## src/hw/rtl/max_empty_rectangle_area_macros.svh

```systemverilog
// Assertion macros used by the RTL of the max empty rectangle block.
`ifndef MAX_EMPTY_RECTANGLE_AREA_MACROS_SVH
`define MAX_EMPTY_RECTANGLE_AREA_MACROS_SVH

// Same-cycle implication, checked out of reset.
`define MERA_ASSERT_IMP(label, clk, rst, ante, cons, msg) \
   label: assert property (@(posedge clk) disable iff (rst) (ante) |-> (cons)) \
      else $error(msg);

// Next-cycle implication, checked out of reset.
`define MERA_ASSERT_NXT(label, clk, rst, ante, cons, msg) \
   label: assert property (@(posedge clk) disable iff (rst) (ante) |=> (cons)) \
      else $error(msg);

`endif

```

## src/hw/rtl/mera_ram.sv

```systemverilog
// Generic simple dual-port RAM with registered read.
module mera_ram #(
   parameter int WIDTH = 8,
   parameter int DEPTH = 16,
   localparam int AW   = $clog2(DEPTH)
) (
   input  logic             clock,
   input  logic             wr_en,
   input  logic [AW-1:0]    wr_addr,
   input  logic [WIDTH-1:0] wr_data,
   input  logic             rd_en,
   input  logic [AW-1:0]    rd_addr,
   output logic [WIDTH-1:0] rd_data
);

   logic [WIDTH-1:0] mem [DEPTH];
   logic [WIDTH-1:0] rd_data_ff;

   always_ff @(posedge clock) begin
      if (wr_en) begin
         mem[wr_addr] <= wr_data;
      end
      if (rd_en) begin
         rd_data_ff <= mem[rd_addr];
      end
   end

   assign rd_data = rd_data_ff;

endmodule

```

## config.mk

```make
export PLATFORM = sky130hd
export DESIGN_NAME = mera_ram
export DESIGN_NICKNAME = d
export VERILOG_FILES = /design/src/hw/rtl/max_empty_rectangle_area_macros.svh /design/src/hw/rtl/mera_ram.sv
export SDC_FILE = /design/constraint.sdc
export NUM_CORES = 1
export LEC_CHECK = 0
export ABC_AREA = 1
export BUFFER_PORTS_ARGS = -buffer_cell sky130_fd_sc_hd__clkbuf_2
export CORE_AREA = 10 10 102 127
export DETAILED_ROUTE_END_ITERATION = 10
export DIE_AREA = 0 0 112 137
export GPL_TIMING_DRIVEN = 0
export PLACE_DENSITY = 0.7
export SYNTH_ARGS = -nofsm -noshare
export SYNTH_HDL_FRONTEND = slang
export SYNTH_SLANG_ARGS = --single-unit
export TNS_END_PERCENT = 5
```

## constraint.sdc

```tcl
create_clock -name clock -period 2.85 [get_ports clock]
set_clock_uncertainty 0.1 [all_clocks]
set_input_delay 0.285 -clock clock [delete_from_list [all_inputs] [get_ports clock]]
set_output_delay 0.285 -clock clock [all_outputs]
set_load 0.01 [all_outputs]
```

==> flow_metrics.env, run 1 <==
export IMPL_maxSlewViolCount=0
export IMPL_num_vias=3801
export IMPL_worstSkewPairLatency_ns=0.42
export IMPL_cts_buffers=17
export IMPL_antenna_cells=0
export IMPL_wl_mm=13.67
export IMPL_cts_sinks=136
export IMPL_portBuffers=23
export IMPL_grt_util_all_layers_pct=18.28
export IMPL_synthCells=551
export IMPL_power_density_nw_per_um2=668.4
export IMPL_nets=612
export IMPL_cts_clk_slew_worst_paths_ns=0.06
export IMPL_hold_viol=0
export IMPL_total_leakage_power_nw=2.865
export IMPL_routed_top_layer="met4"
export IMPL_wl_met2_mm=6.649
export IMPL_cts_root_buf="clkbuf_16"
export IMPL_ctsHtreeMaxLevel=4
export IMPL_async_reset_ff_share_pct=0
export IMPL_wl_met1_mm=5.787
export IMPL_wl_met3_mm=1.071
export IMPL_syn_nets=570
export IMPL_drtIter0Drc=358
export IMPL_cts_buffer_depth=2
export IMPL_cap_violations=0
export IMPL_tritoncts="built"
export IMPL_post_cts_buffers=0
export IMPL_coreArea_um2=10460
export IMPL_nFillCells=844
export IMPL_first_pass_iters=5
export IMPL_slew_headroom_pct=38.77
export IMPL_setup_violations=0
export IMPL_ant_nets=0
export IMPL_cts_resized=0
export IMPL_outcome="finished clean"
export IMPL_ys_flop_type="edfxtp_1"
export IMPL_max_freq_mhz=702.4
export IMPL_worstPathMaxFanout=8
export IMPL_ys_seq_area_share_pct=69.85
export IMPL_dp_hpwl_mm=9.161
export IMPL_antenna_found_initial=0
export IMPL_final_area_um2=6641
export IMPL_grt_start_max_net_pins=17
export IMPL_netlist_area_leader_share_pct=69.85
export IMPL_grt_first_pass_wirelength_mm=20.83
export IMPL_crit_required_ns=2.79
export IMPL_area_delta_synth_final_pct=13.59
export IMPL_synth_distinct_cells=11
export IMPL_yosysWarnings=0
export IMPL_yosys_area_top_type="edfxtp_1"
export IMPL_critPathKind="in2reg"
export IMPL_post_place_ws_ns=0.9559
export IMPL_viasPerCell=5.150
export IMPL_place_gp_congestion=0.9121
export IMPL_cts_hold_buffers=0
export IMPL_synth_most_common_cell="nand2_1"
export IMPL_avgRoutedWirePerCell_um=18.52
export IMPL_tightest_slew_ns=0.9151
export IMPL_tns_ns=0
export IMPL_hold_class="in2reg"
export IMPL_core_rowCount=42
export IMPL_vdd_drop_max_mv=0.5527
export IMPL_final_util_pct=63.51
export IMPL_fp_dieH_um=137
export IMPL_setup_slack_ns=1.426
export IMPL_synth_common_cells="nand2_1 (173), edfxtp_1 (136), inv_1 (100)"
export IMPL_holdPathStages=1
export IMPL_arrival_ns=1.36
export IMPL_startpoint_type="input pin"
export IMPL_yosys_top_cells_area="edfxtp_1 (70%), nand2_1 (11%), nand3_1 (8.3%)"
export IMPL_seqCellArea_um2=4084
export IMPL_start_util_pct=55.91
export IMPL_remaining_drc_errors=0
export IMPL_synth_edf_count=136
export IMPL_finalPower_mw=4.439
export IMPL_die_x_um=112
export IMPL_fin_crit_ns=1.424
export IMPL_reg2regPathDepth=6
export IMPL_finalCritPeriodShare_pct=49.95
export IMPL_synth_seq_cells=136
export IMPL_multi_input_area_um2=1214
export IMPL_placed_area_um2=6127
export IMPL_worstSetupEndpointType="flip-flop"
export IMPL_die_area_um2=15340
export IMPL_layout_drive_gt1_share_pct=12.71
export IMPL_grt_pass1_vias=3693
export IMPL_num_io_pins=27
export IMPL_rsz0062_at_grt="no"
export IMPL_syn_cell_area_um2=5847
export IMPL_syn_avg_cell_area_um2=10.61
export IMPL_grt_overflow=0
-- cells in the final DEF, fill, tap and decap left out --
cell type	n
nand2_1	173
edfxtp_1	136
inv_1	100
nand3_1	97
clkbuf_2	23
nor2_1	17
clkbuf_16	17
buf_2	13
clkinvlp_4	7
buf_6	6
clkinv_2	5
buf_4	4
clkinv_1	3
inv_2	2
nand3b_1	2
buf_1	1
-- kinds of logic after synthesis --
logic type	after synthesis	synth area share (%)
AND/OR/NAND/NOR	289	20.76
buffers and inverters	126	9.394
flip-flops	136	69.85
-- stage by stage --
stage,std cells,hold WS (ns)
4_1_cts,738,0.1226
5_1_grt,738,0.1379
6_report,738,0.1241
2_1_floorplan,551,0.2839
3_5_place_dp,706,0.5489
3_3_place_gp,706,0.5284
-- final timing paths --
check	start	end	slack, ns
max reg2reg	mem[7][0]	rd_data[0]	1.55
min reg2reg	mem[12][5]	rd_data[5]	0.68
max	wr_addr[3]	mem[4][2]	1.43
min	rd_en	rd_data[0]	0.12
-- report_power, final --
part / switching (mW) / internal (mW) / total, mW / leakage (nW)
clock network: 0.798 / 1.09 / 1.89 / 0.235
registers: 0.0108 / 2.25 / 2.27 / 1.24
logic: 0.205 / 0.0838 / 0.289 / 1.40
-- critical path, stage by stage --
cell and delay (ns):
clkbuf_2 0.10, nand3b_1 0.26, nor2_1 0.72
-- sequential cells by signal, indices dropped and copies added, names as in the netlist --
register and count:
mem 128, rd_data 8
-- area by class of cell --
type	count	area share, %
plain buffers	24	2.506
clock buffers	17	6.405
clock inverters	15	1.338
inverters	102	5.765
multi-input cells	289	18.27
flip-flops and latches	136	61.49
well taps	132	2.487
repair buffers	23	1.733
-- routing by layer --
layer / global-route usage, % / up-vias
li1: - / 1866
met1: 23.37 / 1753
met2: 29.41 / 166
met3: 4.862 / 16
met4: 6.638 / 0
met5: 0 / -
(Power assumes the default switching activity.)
==> run 2, diff against run 1 <==
==> constraint.sdc (replaced) <==
create_clock -name clock -period 1.5 [get_ports clock]
set_clock_uncertainty 0.1 [all_clocks]
set_input_delay 0.15 -clock clock [delete_from_list [all_inputs] [get_ports clock]]
set_output_delay 0.15 -clock clock [all_outputs]
set_load 0.01 [all_outputs]
==> flow_metrics.env, run 2 (synthesis gave the netlist of run 1 again) <==
export IMPL_ant_nets=0
export IMPL_internal_power_mw=6.512
export IMPL_setup_slack_ns=0.1850
export IMPL_path_cells="clkbuf_2, nand3b_1, nor2_1"
export IMPL_first_pass_iters=5
export IMPL_start_util_pct=55.91
export IMPL_crit_start="wr_addr[3]"
export IMPL_worstHoldStart="wr_data[5]"
export IMPL_final_cell_mix="nand2_1 (173), edfxtp_1 (136), inv_1 (100)"
export IMPL_largest_register="mem"
export IMPL_wl_mm=13.65
export IMPL_post_place_ws_ns=-0.2591
export IMPL_outcome="finished clean"
export IMPL_layout_drive_gt1_share_pct=12.69
export IMPL_num_io_pins=27
export IMPL_hold_viol=0
export IMPL_coreArea_um2=10460
export IMPL_maxSlewViolCount=0
export IMPL_viasPerCell=5.147
export IMPL_max_freq_mhz=760.4
export IMPL_worstSkewPairLatency_ns=0.41
export IMPL_fp_dieH_um=137
export IMPL_seqPwrFrac_pct=51.0
export IMPL_mostFrequentLayoutCell="nand2_1"
export IMPL_grt_start_max_net_pins=17
export IMPL_core_rowCount=42
export IMPL_remaining_drc_errors=0
export IMPL_slew_headroom_pct=38.16
export IMPL_slowest_stage="nor2_1"
export IMPL_avgRoutedWirePerCell_um=18.47
export IMPL_place_gp_congestion=0.9121
export IMPL_grt_util_all_layers_pct=18.28
export IMPL_cts_hold_buffers=1
export IMPL_final_cells=739
export IMPL_arrival_ns=1.25
export IMPL_vdd_drop_max_mv=1.052
export IMPL_finalCritPeriodShare_pct=87.67
export IMPL_drtIter0Drc=327
export IMPL_combPwrFrac_pct=6.5
export IMPL_clkPwrFrac_pct=42.4
export IMPL_tightest_slew_ns=0.9241
export IMPL_hold_class="in2reg"
export IMPL_finalPower_mw=8.433
export IMPL_cpLargestDelayFamily="simple AND/OR/NAND/NOR gates"
export IMPL_antenna_found_initial=0
export IMPL_tritoncts="built"
export IMPL_worstPathMaxFanout=8
export IMPL_critPathMaxStageDelay_ns=0.73
export IMPL_total_leakage_power_nw=2.869
export IMPL_setup_violations=0
export IMPL_cts_resized=0
export IMPL_rsz0062_at_grt="no"
export IMPL_area_delta_synth_final_pct=13.76
export IMPL_portBuffers=23
export IMPL_cap_violations=0
export IMPL_grt_pass1_vias=3693
export IMPL_power_density_nw_per_um2=1268
export IMPL_final_util_pct=63.60
export IMPL_p_switching_mw=1.921
export IMPL_post_cts_buffers=0
export IMPL_cts_buffers=17
export IMPL_crit_required_ns=1.44
export IMPL_die_x_um=112
export IMPL_ctsHtreeMaxLevel=4
export IMPL_swShare_pct=22.78
export IMPL_antenna_cells=0
export IMPL_startpoint_type="input pin"
export IMPL_grt_first_pass_wirelength_mm=20.83
export IMPL_cts_root_buf="clkbuf_16"
export IMPL_largest_reg_flops=128
export IMPL_die_area_um2=15340
export IMPL_placed_area_um2=6127
export IMPL_cts_sinks=136
export IMPL_worstSetupEndpointType="flip-flop"
export IMPL_final_area_um2=6651
export IMPL_place_inst=706
export IMPL_r2r_start="mem[7][0]"
export IMPL_cts_buffer_depth=2
export IMPL_critPathBufInv=1
export IMPL_grt_overflow=0
export IMPL_num_vias=3804
export IMPL_dp_hpwl_mm=9.161
export IMPL_cts_clk_slew_worst_paths_ns=0.06
export IMPL_critPathKind="in2reg"
export IMPL_nets=613
export IMPL_fin_crit_ns=1.315
==> run 2: changes by cell type in the layout (fill, tap and decap cells not counted) <==
| cell | before | now |
|---|---|---|
| dlygate4sd3_1 | 0 | 1 |
==> run 2: area by class of cell <==
cell class,instances,area [µm²]
fillers,840,3806
well taps,132,165.2
inverters,102,382.9
clock buffers,17,425.4
flip-flops and latches,136,4084
clock inverters,15,88.84
plain buffers,24,166.4
repair buffers,24,125.1
multi-input cells,289,1214
==> run 2: final timing paths <==
check / endpoint / slack, ns / depth (start not counted)
max: mem[4][1] / 0.18 / 3
min: mem[11][5] / 0.09 / 1
max reg2reg: rd_data[0] / 0.21 / 6
min reg2reg: rd_data[5] / 0.67 / 6
==> run 2: power by group through the flow <==
stage / Sequential, mW / Clock (mW) / Combinational, mW
floorplan: 4.39 / 0 / 0.300
global placement: 4.38 / 0 / 0.534
detailed placement: 4.38 / 0 / 0.543
CTS: 4.30 / 3.61 / 0.550
global route: 4.31 / 3.79 / 0.608
finish: 4.30 / 3.58 / 0.551
==> run 2: per-stage QoR <==
| stage | hold WS, ns | TNS, ns |
|---|---|---|
| after floorplan | 0.1489 | 0 |
| after global placement | 0.3934 | -10.07 |
| after detailed placement | 0.4139 | -13.42 |
| after CTS | 0.08575 | 0 |
| after global routing | 0.1017 | 0 |
| final | 0.08929 | 0 |
==> run 2: routing by layer <==
metal,wire length (µm),global-route usage [%],vias to the layer above
li1,-,-,1870
met1,5896,23.37,1765
met2,6551,29.41,152
met3,996,4.862,17
met4,207,6.638,0
met5,0,0,-
==> run 3, diff against run 2 <==
--- a/config.mk
+++ b/config.mk
@@ -5,11 +5,10 @@
 export SDC_FILE = /design/constraint.sdc
 export NUM_CORES = 1
 export LEC_CHECK = 0
-export ABC_AREA = 1
 export BUFFER_PORTS_ARGS = -buffer_cell sky130_fd_sc_hd__clkbuf_2
-export CORE_AREA = 10 10 102 127
+export CORE_AREA = 10 10 97 121
 export DETAILED_ROUTE_END_ITERATION = 10
-export DIE_AREA = 0 0 112 137
+export DIE_AREA = 0 0 107 131
 export GPL_TIMING_DRIVEN = 0
 export PLACE_DENSITY = 0.7
 export SYNTH_ARGS = -nofsm -noshare
==> flow_metrics.env, run 3 <==
export IMPL_grt_start_max_net_pins=17
export IMPL_cts_buffers=17
export IMPL_antenna_found_initial=0
export IMPL_hold_class="in2reg"
export IMPL_start_util_pct=55.56
export IMPL_synth_seq_cells=136
export IMPL_grt_pass1_vias=2546
export IMPL_nets=293
export IMPL_synth_common_cells="edfxtp_1 (136), mux4_2 (18), a22oi_1 (16)"
export IMPL_met1_usage_pct=17.40
export IMPL_area_delta_synth_final_pct=17.71
export IMPL_max_freq_mhz=640.6
export IMPL_tritoncts="built"
export IMPL_slew_headroom_pct=45.79
export IMPL_synth_edf_count=136
export IMPL_worstSkewPairLatency_ns=0.41
export IMPL_grt_overflow=0
export IMPL_nFillCells=675
export IMPL_avgRoutedWirePerCell_um=23.33
export IMPL_reg2regPathDepth=3
export IMPL_cts_sinks=136
export IMPL_outcome="finished, violations left"
export IMPL_syn_avg_cell_area_um2=22.83
export IMPL_startpoint_type="flip-flop"
export IMPL_grt_met2_usage_pct=24.63
export IMPL_synth_distinct_cells=18
export IMPL_viasPerCell=5.809
export IMPL_fp_dieH_um=131
export IMPL_async_reset_ff_share_pct=0
export IMPL_placed_area_um2=5515
export IMPL_grt_util_all_layers_pct=15.10
export IMPL_remaining_drc_errors=0
export IMPL_num_io_pins=27
export IMPL_finalCritPeriodShare_pct=104.1
export IMPL_worstPathMaxFanout=1
export IMPL_r2r_slack_ns=-0.06
export IMPL_rsz0062_at_grt="yes"
export IMPL_yosys_top_cells_area="edfxtp_1 (78%), mux4_2 (7.8%), mux4_1 (7.0%)"
export IMPL_cap_violations=0
export IMPL_coreArea_um2=9409
export IMPL_ys_seq_area_share_pct=78.12
export IMPL_setup_violations=7
export IMPL_first_pass_iters=4
export IMPL_fin_crit_ns=1.561
export IMPL_ys_flop_type="edfxtp_1"
export IMPL_timing_rr_end="rd_data[0]"
export IMPL_largest_reg_flops=128
export IMPL_global_route_usage_met3_pct=4.998
export IMPL_critPathKind="reg2reg"
export IMPL_netlist_area_leader_share_pct=78.12
export IMPL_yosysWarnings=0
export IMPL_num_vias=2399
export IMPL_core_rowCount=40
export IMPL_antenna_cells=0
export IMPL_largest_register="mem"
export IMPL_final_area_um2=6153
export IMPL_layout_drive_gt1_share_pct=36.24
export IMPL_worstHoldEndpoint="mem[7][5]"
export IMPL_violations="setup timing"
export IMPL_place_gp_congestion=0.8421
export IMPL_worstSetupEndpointType="flip-flop"
export IMPL_portBuffers=25
export IMPL_synthCells=229
export IMPL_grt_most_used_layer="met2"
export IMPL_mostFrequentLayoutCell="edfxtp_1"
export IMPL_synth_most_common_cell="edfxtp_1"
export IMPL_syn_nets=248
export IMPL_die_area_um2=14020
export IMPL_ant_nets=0
export IMPL_setup_slack_ns=-0.06097
export IMPL_maxSlewViolCount=0
export IMPL_final_cell_mix="edfxtp_1 (136), mux4_2 (27), clkbuf_2 (25)"
export IMPL_cts_root_buf="clkbuf_16"
export IMPL_drtIter0Drc=165
export IMPL_hold_viol=0
export IMPL_grt_first_pass_wirelength_mm=14.92
export IMPL_cts_buffer_depth=2
export IMPL_tightest_slew_ns=0.8102
export IMPL_die_x_um=107
export IMPL_finalPower_mw=8.869
export IMPL_worstHoldStart="wr_data[5]"
export IMPL_power_density_nw_per_um2=1441
export IMPL_tns_ns=-0.3018
export IMPL_wl_mm=9.635
export IMPL_yosys_area_top_type="edfxtp_1"
export IMPL_ctsHtreeMaxLevel=4
export IMPL_arrival_ns=1.61
export IMPL_cts_clk_slew_worst_paths_ns=0.05
export IMPL_r2r_start="mem[2][0]"
export IMPL_holdPathStages=1
export IMPL_total_leakage_power_nw=2.029
export IMPL_syn_cell_area_um2=5228
export IMPL_crit_required_ns=1.55
export IMPL_dp_hpwl_mm=6.294
export IMPL_vdd_drop_max_mv=1.074
-- run 3: routing by layer --
metal / wire [µm] / vias up
met5: 0 / -
met4: 174 / 0
met3: 700 / 13
met2: 4946 / 96
met1: 3814 / 1226
li1: - / 1064
-- run 3: stage by stage --
stage | instances | utilization (%) | hold slack [ns] | setup WS [ns]
after detailed placement | 380 | 58.62 | 0.4137 | -0.5539
after CTS | 413 | 65.27 | 0.06994 | -0.04819
after floorplan | 229 | - | 0.1489 | -0.03241
final | 413 | 65.40 | 0.09818 | -0.06097
after global placement | 380 | 58.62 | 0.3959 | -0.5344
after global routing | 413 | 65.40 | 0.1021 | -0.1192
-- run 3: logic make-up after synthesis --
logic type | share of synthesized area (%)
AND/OR/NAND/NOR | 3.136
buffers and inverters | 1.651
AO/OA/AOI/OAI | 2.298
multiplexers | 14.79
flip-flops | 78.12
-- run 3: worst max-delay path by stage --
stage                 end  startpoint  slack [ns]  depth (start not counted)
4_1_cts        rd_data[1]   mem[2][1]       -0.05                          3
5_1_grt        rd_data[0]   mem[2][0]       -0.12                          3
6_report       rd_data[0]   mem[2][0]       -0.06                          3
2_1_floorplan  rd_data[1]  rd_addr[0]       -0.03                          5
3_3_place_gp    mem[8][2]  wr_addr[2]       -0.53                          3
3_5_place_dp    mem[8][2]  wr_addr[2]       -0.55                          3
-- run 3: what timing repair did --
action / CTS / global route
pin swaps: 9 / 2
gates resized for setup: 19 / 5
setup buffers: 0 / 0
hold buffers: 1 / 0
setup endpoints to repair: 38 / 32
endpoints found under the hold margin: 8 / 0
-- run 3: report_power, final --
group	switching [mW]	internal [mW]
clock network	1.39	2.74
registers	0.0189	4.29
logic	0.257	0.177
-- run 3: layout make-up --
cell class,instances,area (µm²),share of cell area [%]
sequential,136,4084,66.37
multi-input combinational,83,1097,17.83
clock buffer,20,436.7,7.096
tap,126,157.7,2.562
clock inverter,12,156.4,2.542
timing repair buffer,26,135.1,2.196
buffer,10,86.33,1.403
-- run 3: critical path: stages (launching register included) --
cell and delay [ns]:
edfxtp_1 0.36, mux4_2 0.49, a22oi_2 0.26, nand2_1 0.10
